<file path="src/design/mufr_pkg.sv">
package mufr_pkg;

    localparam logic [7:0] HDR_FIRST  = 8'h55;
    localparam logic [7:0] HDR_SECOND = 8'hAA;

    localparam logic RESULT_PAYLOAD = 1'b0;
    localparam logic RESULT_END     = 1'b1;

    typedef enum logic [2:0] {
        PH_H1   = 3'd0,
        PH_H2   = 3'd1,
        PH_VER  = 3'd2,
        PH_CMD  = 3'd3,
        PH_LENH = 3'd4,
        PH_LENL = 3'd5,
        PH_DATA = 3'd6,
        PH_SUM  = 3'd7
    } t_phase;

endpackage

</file>
<file path="src/design/mcu_uart_frame_receiver.sv">
// Serial frame receiver. It takes one received byte per transfer and finds frames of the form
// 0x55, 0xAA, version, command, 16-bit big-endian length, payload, checksum. Each payload byte
// comes out as it arrives, with its index and the frame's header fields. The checksum byte gives
// one end result with the received and computed sums and the verdict. Header, version, command
// and length bytes give no result. A bad header byte is dropped and the search restarts with the
// next byte. The block takes one byte every cycle while the result side is not stalled. A byte
// is first held in the input register and then moves into the result register. The per-byte
// work is one phase decode and one 8-bit add of the running checksum. While the result
// register is full and stalled, the input register holds one more byte. Input stall rises
// only when both registers are full.
module mcu_uart_frame_receiver (
    input  logic        i_clk,
    input  logic        i_rst_n,
    input  logic        i_rx_valid,
    output logic        o_rx_stall,
    input  logic [7:0]  i_rx_byte,
    output logic        o_res_valid,
    input  logic        i_res_stall,
    output logic        o_result_kind,
    output logic [7:0]  o_payload_byte,
    output logic [15:0] o_payload_index,
    output logic [7:0]  o_frame_command,
    output logic [7:0]  o_frame_version,
    output logic [15:0] o_frame_length,
    output logic        o_checksum_good,
    output logic [7:0]  o_received_sum,
    output logic [7:0]  o_computed_sum
);
    import mufr_pkg::*;

    // Input register.
    logic        r_in_valid;
    logic [7:0]  r_in_byte;

    // Frame state.
    t_phase      r_phase, n_phase;
    logic [7:0]  r_cmd, n_cmd;
    logic [7:0]  r_ver, n_ver;
    logic [15:0] r_len, n_len;
    logic [15:0] r_byte_count, n_byte_count;
    logic [7:0]  r_sum, n_sum;

    // Result register.
    logic        r_out_valid;
    logic        r_kind;
    logic [7:0]  r_pbyte;
    logic [15:0] r_pidx;
    logic [7:0]  r_ocmd;
    logic [7:0]  r_over;
    logic [15:0] r_olen;
    logic        r_good;
    logic [7:0]  r_rsum;
    logic [7:0]  r_csum;

    logic        w_out_free;
    logic        w_advance;
    logic        w_in_accept;
    logic        w_has_result;
    logic [7:0]  w_sum_add;
    logic [15:0] w_count_inc;
    logic [15:0] w_len_full;

    assign w_out_free  = !r_out_valid || !i_res_stall;
    assign w_advance   = r_in_valid && w_out_free;
    assign o_rx_stall  = r_in_valid && !w_out_free;
    assign w_in_accept = i_rx_valid && !o_rx_stall;

    assign w_sum_add   = r_sum + r_in_byte;
    assign w_count_inc = r_byte_count + 16'd1;
    assign w_len_full  = {r_len[15:8], r_in_byte};

    // Next phase.
    always_comb begin
        n_phase = r_phase;
        unique case (r_phase)
            PH_H1:   n_phase = (r_in_byte == HDR_FIRST) ? PH_H2 : PH_H1;
            PH_H2:   n_phase = (r_in_byte == HDR_SECOND) ? PH_VER : PH_H1;
            PH_VER:  n_phase = PH_CMD;
            PH_CMD:  n_phase = PH_LENH;
            PH_LENH: n_phase = PH_LENL;
            PH_LENL: n_phase = (w_len_full == 16'd0) ? PH_SUM : PH_DATA;
            PH_DATA: n_phase = (w_count_inc >= r_len) ? PH_SUM : PH_DATA;
            PH_SUM:  n_phase = PH_H1;
            default: n_phase = PH_H1;
        endcase
    end

    // Frame registers and result fields.
    always_comb begin
        n_cmd        = r_cmd;
        n_ver        = r_ver;
        n_len        = r_len;
        n_byte_count = r_byte_count;
        n_sum        = r_sum;
        w_has_result = 1'b0;
        unique case (r_phase)
            PH_H1: begin
                if (r_in_byte == HDR_FIRST) begin
                    n_sum = HDR_FIRST;
                end
            end
            PH_H2: begin
                if (r_in_byte == HDR_SECOND) begin
                    n_sum = w_sum_add;
                end
            end
            PH_VER: begin
                n_ver = r_in_byte;
                n_sum = w_sum_add;
            end
            PH_CMD: begin
                n_cmd = r_in_byte;
                n_sum = w_sum_add;
            end
            PH_LENH: begin
                n_len = {r_in_byte, 8'd0};
                n_sum = w_sum_add;
            end
            PH_LENL: begin
                n_len        = w_len_full;
                n_sum        = w_sum_add;
                n_byte_count = 16'd0;
            end
            PH_DATA: begin
                n_sum        = w_sum_add;
                n_byte_count = w_count_inc;
                w_has_result = 1'b1;
            end
            PH_SUM: begin
                w_has_result = 1'b1;
            end
            default: begin
                w_has_result = 1'b0;
            end
        endcase
    end

    always_ff @(posedge i_clk) begin
        if (!i_rst_n) begin
            r_in_valid   <= 1'b0;
            r_phase      <= PH_H1;
            r_cmd        <= 8'd0;
            r_ver        <= 8'd0;
            r_len        <= 16'd0;
            r_byte_count <= 16'd0;
            r_sum        <= 8'd0;
            r_out_valid  <= 1'b0;
        end else begin
            if (w_in_accept) begin
                r_in_valid <= 1'b1;
            end else if (w_advance) begin
                r_in_valid <= 1'b0;
            end
            if (w_advance) begin
                r_phase      <= n_phase;
                r_cmd        <= n_cmd;
                r_ver        <= n_ver;
                r_len        <= n_len;
                r_byte_count <= n_byte_count;
                r_sum        <= n_sum;
            end
            if (w_out_free) begin
                r_out_valid <= w_advance && w_has_result;
            end
        end
    end

    always_ff @(posedge i_clk) begin
        if (w_in_accept) begin
            r_in_byte <= i_rx_byte;
        end
        if (w_advance && w_has_result) begin
            r_ocmd <= r_cmd;
            r_over <= r_ver;
            r_olen <= r_len;
            if (r_phase == PH_SUM) begin
                r_kind  <= RESULT_END;
                r_pbyte <= 8'd0;
                r_pidx  <= 16'd0;
                r_good  <= (r_in_byte == r_sum);
                r_rsum  <= r_in_byte;
                r_csum  <= r_sum;
            end else begin
                r_kind  <= RESULT_PAYLOAD;
                r_pbyte <= r_in_byte;
                r_pidx  <= r_byte_count;
                r_good  <= 1'b0;
                r_rsum  <= 8'd0;
                r_csum  <= w_sum_add;
            end
        end
    end

    assign o_res_valid     = r_out_valid;
    assign o_result_kind   = r_kind;
    assign o_payload_byte  = r_pbyte;
    assign o_payload_index = r_pidx;
    assign o_frame_command = r_ocmd;
    assign o_frame_version = r_over;
    assign o_frame_length  = r_olen;
    assign o_checksum_good = r_good;
    assign o_received_sum  = r_rsum;
    assign o_computed_sum  = r_csum;

    // The input side only stalls when a byte already waits in the input register.
    a_stall_needs_byte: assert property (@(posedge i_clk) disable iff (!i_rst_n)
        o_rx_stall |-> r_in_valid)
        else $error("input stall raised with an empty input register");

    // A checksum byte always ends the frame.
    a_sum_ends_frame: assert property (@(posedge i_clk) disable iff (!i_rst_n)
        (w_advance && r_phase == PH_SUM) |=> (r_phase == PH_H1))
        else $error("receiver did not return to header search after checksum");

    // The payload counter never reaches the declared length inside the payload.
    a_count_in_range: assert property (@(posedge i_clk) disable iff (!i_rst_n)
        (r_phase == PH_DATA) |-> (r_byte_count < r_len))
        else $error("payload counter ran past the declared length");

    // An end result carries a verdict consistent with its two sums.
    a_verdict: assert property (@(posedge i_clk) disable iff (!i_rst_n)
        (o_res_valid && o_result_kind == RESULT_END)
            |-> (o_checksum_good == (o_received_sum == o_computed_sum)))
        else $error("checksum verdict does not match the reported sums");

    // A header byte never produces a result in the next cycle.
    a_header_silent: assert property (@(posedge i_clk) disable iff (!i_rst_n)
        (w_advance && (r_phase == PH_H1 || r_phase == PH_H2 || r_phase == PH_VER
            || r_phase == PH_CMD || r_phase == PH_LENH || r_phase == PH_LENL))
            |=> !o_res_valid)
        else $error("header byte produced a result");

endmodule
</file>
<file path="config.mk">
export PLATFORM = sky130hd
export DESIGN_NAME = mcu_uart_frame_receiver
export DESIGN_NICKNAME = d
export VERILOG_FILES = /design/src/design/mufr_pkg.sv /design/src/design/mcu_uart_frame_receiver.sv
export SDC_FILE = /design/constraint.sdc
export NUM_CORES = 1
export LEC_CHECK = 0
export BUFFER_PORTS_ARGS = -buffer_cell sky130_fd_sc_hd__buf_2
export CAP_MARGIN = 5
export CORE_MARGIN = 5
export CORE_UTILIZATION = 57
export CTS_BUF_LIST = sky130_fd_sc_hd__clkbuf_16
export CTS_CLUSTER_SIZE = 14
export DETAILED_ROUTE_END_ITERATION = 10
export PLACE_DENSITY = 0.79
export SLEW_MARGIN = 20
export SYNTH_ARGS = -nofsm -noshare
export SYNTH_HDL_FRONTEND = slang
export SYNTH_SLANG_ARGS = --single-unit
</file>
<file path="constraint.sdc">
create_clock -name i_clk -period 4.77 [get_ports i_clk]
set_clock_uncertainty 0.05 [all_clocks]
set_input_delay 0.954 -clock i_clk [delete_from_list [all_inputs] [get_ports i_clk]]
set_output_delay 0.954 -clock i_clk [all_outputs]
set_load 0.005 [all_outputs]
</file>
==> results.md, run 1 <==
- Worst-margin pin slew: slightly above 0.9 ns
- Vias in the first global route: 4411
- Post_cts resized: 0
- CTS tree: yes
- Final non-filler cell total: ~800
- Drt total wl: ~14000 µm
- GR Util met3: 0.0400
- Primary FF master, synth: edfxtp_1
- TritonCTS Sinks: between 100 and 150
- Maximum VDD drop: 0.274 mV
- Slowest cell on crit path: dfxtp_1
- DRT iter0 DRCs: ~330
- Mean Syn Cell Area: 11.1 µm²
- Top-count cell post-synth: edfxtp_1
- Max Transition Viols Final: 0
- Largest net degree at the start of global routing: 75
- Distinct cells, synth: slightly below 60
- Pwr Density: between 300 and 400 mW/mm²
- Fin crit period: 3.11 ns
- Dominant cells by area after synthesis: edfxtp_1 39%, dfxtp_1 19%, ha_1 5.4%
- Die height: between 100 and 150 µm
- Register area share after synthesis: 0.585
- CP max stage delay: roughly 0.45 ns
- Met2 Use GR: 0.355
- RSZ-0062 raised after global routing: no
- Mapped Cells: ~570
- Nets: 690
- LEAKAGE: between 2 and 3 nW
- Max-slew headroom: 0.379
- End of the worst register-to-register path: r_phase[0]
- Hold Crit Class: flip-flop to flip-flop
- Final Cell Area: 0.00740 mm²
- Antenna-violating nets left: 0
- Post-CTS setup buffer count: 0
- Starting Density: 0.581
- Share of cells above drive strength 1: 0.204
- Die area: 0.0133 mm²
- Initial antenna violation count: 0
- Core ar.: ~0.011 mm²
- Period utilization: 0.651
- HPWL Detailed: approximately 8800 µm
- Post-route DRC: 0
- GR Util met1: 0.264
- Root buf cell: clkbuf_16
- Buf/Inv on CP: 0
- Grt ovf: 0
- #FFs+latches synth: 143
- R2r startpoint: r_byte_count[0]
- Placed Area: between 0.006 and 0.007 mm²
- Post-DR vias/cell: roughly 5.6
- Worst EP required: around 5 ns
- Vias: around 4500
- Skew-Pair Late Insertion Delay: roughly 0.42 ns
- Top-area cell type share of the netlist area: 0.391
- EDFF count, synth: 82
- Gr usage total: 0.212
- R2r setup slk: between 1.5 and 2 ns
- CTS Buf Count: 17
- Hold depth: 0
- Worst reg2reg path depth: 12
- Critical-path maximum fanout: 7
- Setup-failing EPs final: 0
- Setup_tns: 0 ns
- CP Data Arrival Time: between 3 and 4 ns
- # IOs: about 90
- Area Growth Syn to Fin: 17.4%
- Clk slew on worst S/H paths: around 0.06 ns
- Fraction of registers with async set/reset: 0
- Yosys warning total: 0
- Final hold viol count: 0
- Synth area leader: edfxtp_1
- Crit-path cells: nand3_1 > nor3_2 > and3_1 > nand3_1 > xnor2_1 > ha_1 > a21oi_1 > o21ai_0 > a2111oi_0 > o21ai_0 > a21oi_1 > nor2_1
- Hold path start: r_cmd[1]
- Worst Hold End: o_frame_command[1]
- Outcome: finished, final reports clean
- Diode count: 0
- Post-Syn Area: ~0.0063 mm²
- Port Buffers: 87
- WL/cell: about 17 µm
- First-pass GRT wire length: ~22000 µm
- Min Hold Slack: roughly 0.39 ns
- Row count: 38
- Setup crit end kind: flip-flop
- Final GP Congestion: slightly below 0.9
- Max_cap viols: 0
- Die Wd: roughly 120 µm
- Clk buf depth: 2
- Top cell family by delay on the critical path: compound AO/OA/AOI/OAI gates
- Hold_buf cts: 0
- Fillers: between 800 and 900
- Critical path class: flip-flop to flip-flop
- H-tree levels: 4
- Fmax: 322 MHz
- GR peak layer: met2
- TritonRoute pass-1 iters: 5
- Element type at the critical path start: flip-flop
- Synth top cells by count: 82 x edfxtp_1, 61 x dfxtp_1, 56 x nand2_1
- Syn_nets: just over 600
- Dpl cells: 771
routing by layer:
metal | share of wire | vias to the layer above
met4 | 0.027 | 0
li1 | - | 2197
met1 | 0.43 | 2177
met3 | 0.054 | 32
met5 | 0 | -
met2 | 0.49 | 128
report_power, final:
group | switching, W | internal, W | leakage, nW
clock | 0.000503 | 0.000766 | 0.272
sequential | 0.0000145 | 0.00130 | 1.27
combinational | 0.0000265 | 0.0000144 | 1.36
total | 0.000544 | 0.00208 | 2.91
state kept, by name, summed over array words and instances, names as in the netlist, 16 cells and up:
name and flops:
r_len 16, o_frame_length 16, r_byte_count 16, o_payload_index 16
area by class of cell:
cell class	instances	area, µm²	share of cell area
clock buffer	17	425	0.0575
multi-input combinational	375	2420	0.328
sequential	143	3680	0.498
timing repair buffer	89	450	0.0609
tap	140	175	0.0237
inverter	24	90.1	0.0122
clock inverter	15	146	0.0198
per-stage QoR:
step	setup WS, ns	power, W	utilization
after global routing	1.32	0.00270	0.682
after detailed placement	1.76	0.00138	0.629
after CTS	1.68	0.00263	0.682
final	1.66	0.00262	0.682
after global placement	1.99	0.00138	0.629
after floorplan	0.841	0.00136	-
logic make-up after synthesis:
logic type      after synthesis  share of synthesized area
compound gates               90                     0.0926
mux                          18                     0.0288
flops                       143                      0.585
xor+xnor                     21                     0.0292
fa+ha+maj                    28                     0.0568
simple gates                218                      0.176
buf+inv                      49                     0.0314
cell usage in the layout, fill, tap and decap left out, types with 21 or more instances in the layout:
cell / n
ha_1: 27
and2_1: 32
buf_2: 87
dfxtp_1: 61
nand2_1: 56
edfxtp_1: 82
nand3_1: 21
nor2_1: 54
inv_1: 22
a21oi_1: 41
worst register-to-register path, stage by stage, from the launching register on:
cell and delay [ns]:
dfxtp_1 0.45, nand3_1 0.16, nor3_2 0.29, and3_1 0.33, nand3_1 0.12, xnor2_1 0.22, ha_1 0.30, a21oi_1 0.19
o21ai_0 0.15, a2111oi_0 0.36, o21ai_0 0.18, a21oi_1 0.15, nor2_1 0.06
worst max path at each step:
stage	cells past startpoint	from	slack, ns	to
after floorplan	3	i_res_stall	0.84	o_checksum_good
after global placement	13	r_byte_count[0]	1.99	r_phase[0]
after detailed placement	12	r_byte_count[0]	1.76	r_phase[0]
after CTS	12	r_byte_count[0]	1.68	r_phase[0]
after global routing	12	r_byte_count[0]	1.32	r_phase[0]
final	12	r_byte_count[0]	1.66	r_phase[0]
Power figures use the tool's default switching activity.
==> run 2, diff against run 1 <==
ABC_AREA = 1   (was default)
CORE_UTILIZATION = 52   (was 57)
PLACE_DENSITY = 0.76   (was 0.79)
clock period = 2.8 ns   (was 4.77 ns; I/O delays follow)
==> run 2 against run 1 <==
Net effect: sequential power up 70%; synthesized area up 1.1%; flip-flop and latch count unchanged; fmax up 22%; highest routed layer unchanged.
==> results.md, run 2 <==
- Outcome: finished, final reports clean
- WL/cell: 15.6 µm (-7.7%)
- Element type at the critical path start: flip-flop
- EDFF count, synth: 82 (unchanged)
- TritonRoute pass-1 iters: 5 (unchanged)
- Slowest cell on crit path: dfxtp_1
- TritonCTS Sinks: 143 (unchanged)
- Synth area leader: edfxtp_1
- Top-area cell type share of the netlist area: 0.387 (-0.00423)
- Maximum VDD drop: 0.346 mV (+26%)
- FF/Latch Area: 0.00369 mm² (about the same)
- Die height: 121 µm (+4.8%)
- Hold Crit Class: primary input to flip-flop
- Commonest non-fill, non-tap cell in the layout: nand2_1
- Pwr Density: 601 mW/mm² (+70%)
- Diode count: 0 (unchanged)
- Hold_buf cts: 0 (unchanged)
- #FFs+latches synth: 143 (unchanged)
- Top-count cell post-synth: nand2_1
- Setup-failing EPs final: 0 (unchanged)
- Worst EP required: 3.02 ns (-2.01 ns)
- Die area: 0.0146 mm² (+9.8%)
- Drt total wl: 14200 µm (+4.5%)
- Critical path class: flip-flop to flip-flop
- Period utilization: 0.913 (+0.262)
- Top cell family by delay on the critical path: simple AND/OR/NAND/NOR gates
- Nets: 790 (+14%)
- Post-Syn Area: 0.00637 mm² (+1.1%)
- Worst-margin pin slew: 0.763 ns (-0.169 ns)
- Setup crit end kind: flip-flop
- Post-route DRC: 0 (unchanged)
- Yosys warning total: 0 (unchanged)
- Mapped Cells: 653 (+15%)
- DRT iter0 DRCs: 364 (+11%)
- Core ar.: 0.0120 mm² (+11%)
- Fmax: 391 MHz (+22%)
- Grt ovf: 0 (unchanged)
- Critical-path maximum fanout: 6 (-1)
- Primary FF master, synth: edfxtp_1
- Buf/Inv on CP: 1 (+1)
- Root buf cell: clkbuf_16
- R2r setup slk: 0.24 ns (-1.42 ns)
- Row count: 40 (+5.3%)
- CP Data Arrival Time: 2.78 ns (-0.58 ns)
- CP max stage delay: 0.41 ns (-0.04 ns)
- Synth top cells by count: 121 x nand2_1, 91 x inv_1, 82 x edfxtp_1
- First-pass GRT wire length: 23400 µm (+7.2%)
- Die Wd: 121 µm (+4.8%)
- Antenna-violating nets left: 0 (unchanged)
- Largest net degree at the start of global routing: 50 (-33%)
- Skew-Pair Late Insertion Delay: 0.42 ns (about the same)
- Max Transition Viols Final: 0 (unchanged)
- Vias: 4800 (+5.9%)
- Initial antenna violation count: 0 (unchanged)
- Clk slew on worst S/H paths: 0.06 ns (about the same)
- Mean Syn Cell Area: 9.75 µm² (-12%)
- Fraction of registers with async set/reset: 0 (unchanged)
- Crit-path cells: inv_1 > nor4_4 > nand2_1 > nor2_1 > nand2_1 > and2_1 > ha_1 > a21oi_1 > o21ai_0 > a21oi_1 > nand3_1 > nand2_1 > nand2_1 > nand2_1 > a21oi_1
- Fillers: 965 (+20%)
- Syn_nets: 693 (+14%)
- Area Growth Syn to Fin: 19.5%
- Fin crit period: 2.56 ns (-0.550 ns)
- CTS tree: yes
- HPWL Detailed: 10000 µm (+14%)
- Util after Layout: 0.633 (-0.0488)
- Final hold viol count: 0 (unchanged)
- LEAKAGE: 3.16 nW (+8.6%)
- Max-slew headroom: 0.492 (+0.113)
- Starting Density: 0.530 (-0.0509)
- Min Hold Slack: 0.264 ns (-0.122 ns)
- Final GP Congestion: 0.912 (+3.0%)
- Vias in the first global route: 4755 (+7.8%)
- Gr usage total: 0.205 (-0.00671)
- Dominant cells by area after synthesis: edfxtp_1 39%, dfxtp_1 19%, nand2_1 7.1%
- Most used cell, CP: nand2_1
- Port Buffers: 87 (unchanged)
- Max_cap viols: 0 (unchanged)
- CTS Buf Count: 17 (unchanged)
- Distinct cells, synth: 44 (-25%)
- Most frequent cells in the layout: 121 x nand2_1, 91 x inv_1, 87 x buf_2
- Clk buf depth: 2 (unchanged)
- Post-DR vias/cell: 5.27 (-6.6%)
- H-tree levels: 4 (unchanged)
- Share of cells above drive strength 1: 0.215 (+0.0113)
- Area taken by multi-input logic gates: 0.00224 mm² (-7.6%)
- # IOs: 88 (unchanged)
- Register area share after synthesis: 0.579 (-0.00632)
==> run 2: timing repair <==
item | CTS | global route
hold endpoints to repair | 0 | 0
gates resized for setup | 0 | 6
endpoints found under the setup margin | 0 | 1
buffers inserted | 0 | 0
==> run 2: routing by layer <==
metal  part of all wire  vias up  global-route usage
li1                   -     2388                   -
met4              0.030        0               0.108
met5                  0        -                   0
met3              0.046       33              0.0416
met2               0.47      155               0.320
met1               0.46     2224               0.271
==> run 2: metrics by stage <==
step	TNS [ns]	setup WS [ns]	instances	instance area, µm²	total power, W
finish	0	0.245	910	7610	0.00458
global route	-0.0295	-0.0295	910	7610	0.00472
CTS	0	0.0609	910	7590	0.00460
detailed placement	0	0.109	878	7000	0.00236
global placement	0	0.253	878	7000	0.00236
floorplan	0	0.227	653	6370	0.00232
==> run 2: layout make-up <==
type | count | share of cell area
flip-flops and latches | 143 | 0.484
well taps | 147 | 0.0242
multi-input cells | 394 | 0.295
inverters | 99 | 0.0502
repair buffers | 95 | 0.0684
clock inverters | 15 | 0.0224
clock buffers | 17 | 0.0559
==> run 2: logic make-up (layout without fill, tap and decap cells) <==
| group | count (synthesis) | after routing | share of synthesized area |
|---|---|---|---|
| fa+ha+maj | 28 | 28 | 0.0562 |
| simple gates | 229 | 229 | 0.166 |
| buf+inv | 116 | 226 | 0.0731 |
| flops | 143 | 143 | 0.579 |
| compound gates | 121 | 121 | 0.104 |
| xor+xnor | 16 | 16 | 0.0220 |
==> run 2: power breakdown <==
group / total, W / leakage, nW / switching [W] / internal (W)
Combinational: 0.0000854 / 1.70 / 0.0000591 / 0.0000263
Clock: 0.00226 / 0.282 / 0.000870 / 0.00139
Sequential: 0.00223 / 1.18 / 0.0000144 / 0.00221
==> run 2: path summary, 6_finish.rpt <==
check / end / cells past startpoint / startpoint
min: r_in_byte[1] / 1 / i_rx_byte[1]
min reg2reg: o_frame_version[1] / 0 / r_ver[1]
max reg2reg: r_phase[0] / 15 / r_byte_count[4]
max: r_phase[0] / 15 / r_byte_count[4]
==> run 2: worst reg2reg max path: stages (launching register included) <==
cell and delay, ns:
dfxtp_1 0.41, inv_1 0.12, nor4_4 0.30, nand2_1 0.19, nor2_1 0.13, nand2_1 0.07, and2_1 0.17, ha_1 0.30
a21oi_1 0.16, o21ai_0 0.10, a21oi_1 0.13, nand3_1 0.09, nand2_1 0.06, nand2_1 0.04, nand2_1 0.05, a21oi_1 0.06
==> run 3, diff against run 2 <==
CORE_UTILIZATION = 35   (was 52)
PLACE_DENSITY = default   (was 0.76)
==> run 3 against run 2 <==
Net effect: total power up 0.97%; largest power group unchanged; global-route usage down 5.7 points; non-clock buffer count up 3; hold slack better by 0.0014 ns.
==> results.md, run 3 (synthesized netlist as in run 2, its figures left out) <==
- Element type at the critical path start: flip-flop
- Util after Layout: 0.431 (-0.203)
- Post-DR vias/cell: 4.70 (-11%)
- Diode count: 0 (unchanged)
- Final worst-path setup slack: 0.291 ns (+0.0465 ns)
- H-tree levels: 4 (unchanged)
- PnR Total Power: 0.00462 W (+0.97%)
- Hold depth: 1 (unchanged)
- DRT iter0 DRCs: 281 (-23%)
- Placed Area: 0.00711 mm² (+1.6%)
- Worst-margin pin slew: 0.804 ns (+0.0419 ns)
- Commonest non-fill, non-tap cell in the layout: nand2_1
- Antenna-violating nets left: 0 (unchanged)
- Setup-failing EPs final: 0 (unchanged)
- Most frequent cells in the layout: 120 x nand2_1, 93 x inv_1, 87 x buf_2
- Row count: 49 (+23%)
- Max Transition Viols Final: 0 (unchanged)
- # IOs: 88 (unchanged)
- Starting Density: 0.354 (-0.176)
- Outcome: finished, final reports clean
- Worst EP required: 3.04 ns (+0.02 ns)
- Initial antenna violation count: 0 (unchanged)
- Grt ovf: 0 (unchanged)
- Skew-Pair Late Insertion Delay: 0.42 ns (about the same)
- Gr usage total: 0.148 (-0.0573)
- Max-slew headroom: 0.464 (-0.0279)
- Pwr Density: 597 mW/mm² (-0.71%)
- Port Buffers: 87 (unchanged)
- CP Data Arrival Time: 2.75 ns (-0.03 ns)
- Area Growth Syn to Fin: 21.5%
- Min Hold Slack: 0.265 ns (+0.00142 ns)
- First-pass GRT wire length: 23700 µm (+1.2%)
- Setup crit end kind: flip-flop
- Die area: 0.0210 mm² (+44%)
- Hold_buf cts: 0 (unchanged)
- Core ar.: 0.0180 mm² (+50%)
- TritonRoute pass-1 iters: 5 (unchanged)
- Final Cell Area: 0.00774 mm² (+1.7%)
- Final GP Congestion: 0.909 (-0.33%)
- Post-route DRC: 0 (unchanged)
- WL/cell: 14.8 µm (-4.7%)
- Post-CTS setup buffer count: 0 (unchanged)
- Share of cells above drive strength 1: 0.213 (-0.00215)
- Vias in the first global route: 4568 (-3.9%)
- Root buf cell: clkbuf_16
- Hold Crit Class: primary input to flip-flop
- Setup WS pre-CTS: 0.173 ns (+0.0635 ns)
- Clk slew on worst S/H paths: 0.06 ns (about the same)
- HPWL Detailed: 10200 µm (+1.8%)
- Fillers: 1774 (+84%)
- Critical path class: flip-flop to flip-flop
- TritonCTS Sinks: 143 (unchanged)
- CTS Buf Count: 17 (unchanged)
- Largest net degree at the start of global routing: 48 (-4.0%)
- Vias: 4676 (-2.6%)
- Fin crit period: 2.51 ns (-0.0465 ns)
- Drt total wl: 14800 µm (+4.2%)
- Worst reg2reg path depth: 14 (-1)
- Nets: 793 (+0.38%)
- Fmax: 399 MHz (+1.9%)
- Maximum VDD drop: 0.361 mV (+4.2%)
- LEAKAGE: 3.19 nW (+0.91%)
- Die Wd: 145 µm (+20%)
- Clk buf depth: 2 (unchanged)
- CTS tree: yes
- Critical-path maximum fanout: 5 (-1)
- Max_cap viols: 0 (unchanged)
- Period utilization: 0.896 (-0.0166)
- Final hold viol count: 0 (unchanged)
- Die height: 145 µm (+20%)
-- run 3: changes by cell type in the layout (fill, tap and decap cells not counted), moves of 2 or more --
cell	delta
clkinv_2	-3
inv_1	+2
buf_4	+4
clkinv_1	+4
clkinvlp_4	-3
-- run 3: path summary, 6_finish.rpt --
check | endpoint | startpoint | slack [ns]
worst max register to register | r_phase[0] | r_byte_count[2] | 0.29
worst max-delay path | r_phase[0] | r_byte_count[2] | 0.29
worst min register to register | o_frame_version[3] | r_ver[3] | 0.38
worst min-delay path | r_in_byte[6] | i_rx_byte[6] | 0.27
-- run 3: area by class of cell --
| type | instances | area, µm² | share of cell area |
|---|---|---|---|
| Inverter | 99 | 382 | 0.0493 |
| Tap cell | 229 | 287 | 0.0370 |
| Sequential cell | 143 | 3690 | 0.476 |
| Multi-Input combinational cell | 394 | 2250 | 0.291 |
| Timing Repair Buffer | 98 | 531 | 0.0686 |
| Clock inverter | 15 | 176 | 0.0228 |
| Clock buffer | 17 | 425 | 0.0550 |
-- run 3: per-layer routing --
layer / track usage / wire (µm)
met1: 0.201 / 7020
met2: 0.225 / 6620
met3: 0.0358 / 786
met4: 0.0658 / 331
met5: 0 / 0
-- run 3: critical path: stages, from the launching register on --
cell and delay [ns]:
dfxtp_1 0.40, inv_1 0.09, nor2_2 0.25, nand3_1 0.19, nor2_1 0.19, xor2_1 0.26, ha_1 0.29, a21oi_1 0.14
o21ai_0 0.08, a21oi_1 0.12, nand3_1 0.08, nand2_1 0.06, nand2_1 0.05, nand2_1 0.05, a21oi_1 0.05
-- run 3: where the power goes --
part | switching (W) | total, W | leakage [nW] | internal, W
logic | 0.0000648 | 0.0000911 | 1.72 | 0.0000264
registers | 0.0000130 | 0.00223 | 1.18 | 0.00221
clock network | 0.000835 | 0.00230 | 0.297 | 0.00147
total | 0.000912 | 0.00462 | 3.19 | 0.00371
-- run 3: what timing repair did --
| item | in CTS | in global routing |
|---|---|---|
| endpoints found under the hold margin | 0 | 0 |
| endpoints found under the setup margin | 0 | 1 |
| gates resized for setup | 0 | 8 |
-- run 3: metrics by stage --
stage / TNS, ns / cells
global placement: 0 / 963
floorplan: 0 / 653
detailed placement: 0 / 963
CTS: 0 / 995
finish: 0 / 995
global route: -0.00232 / 995
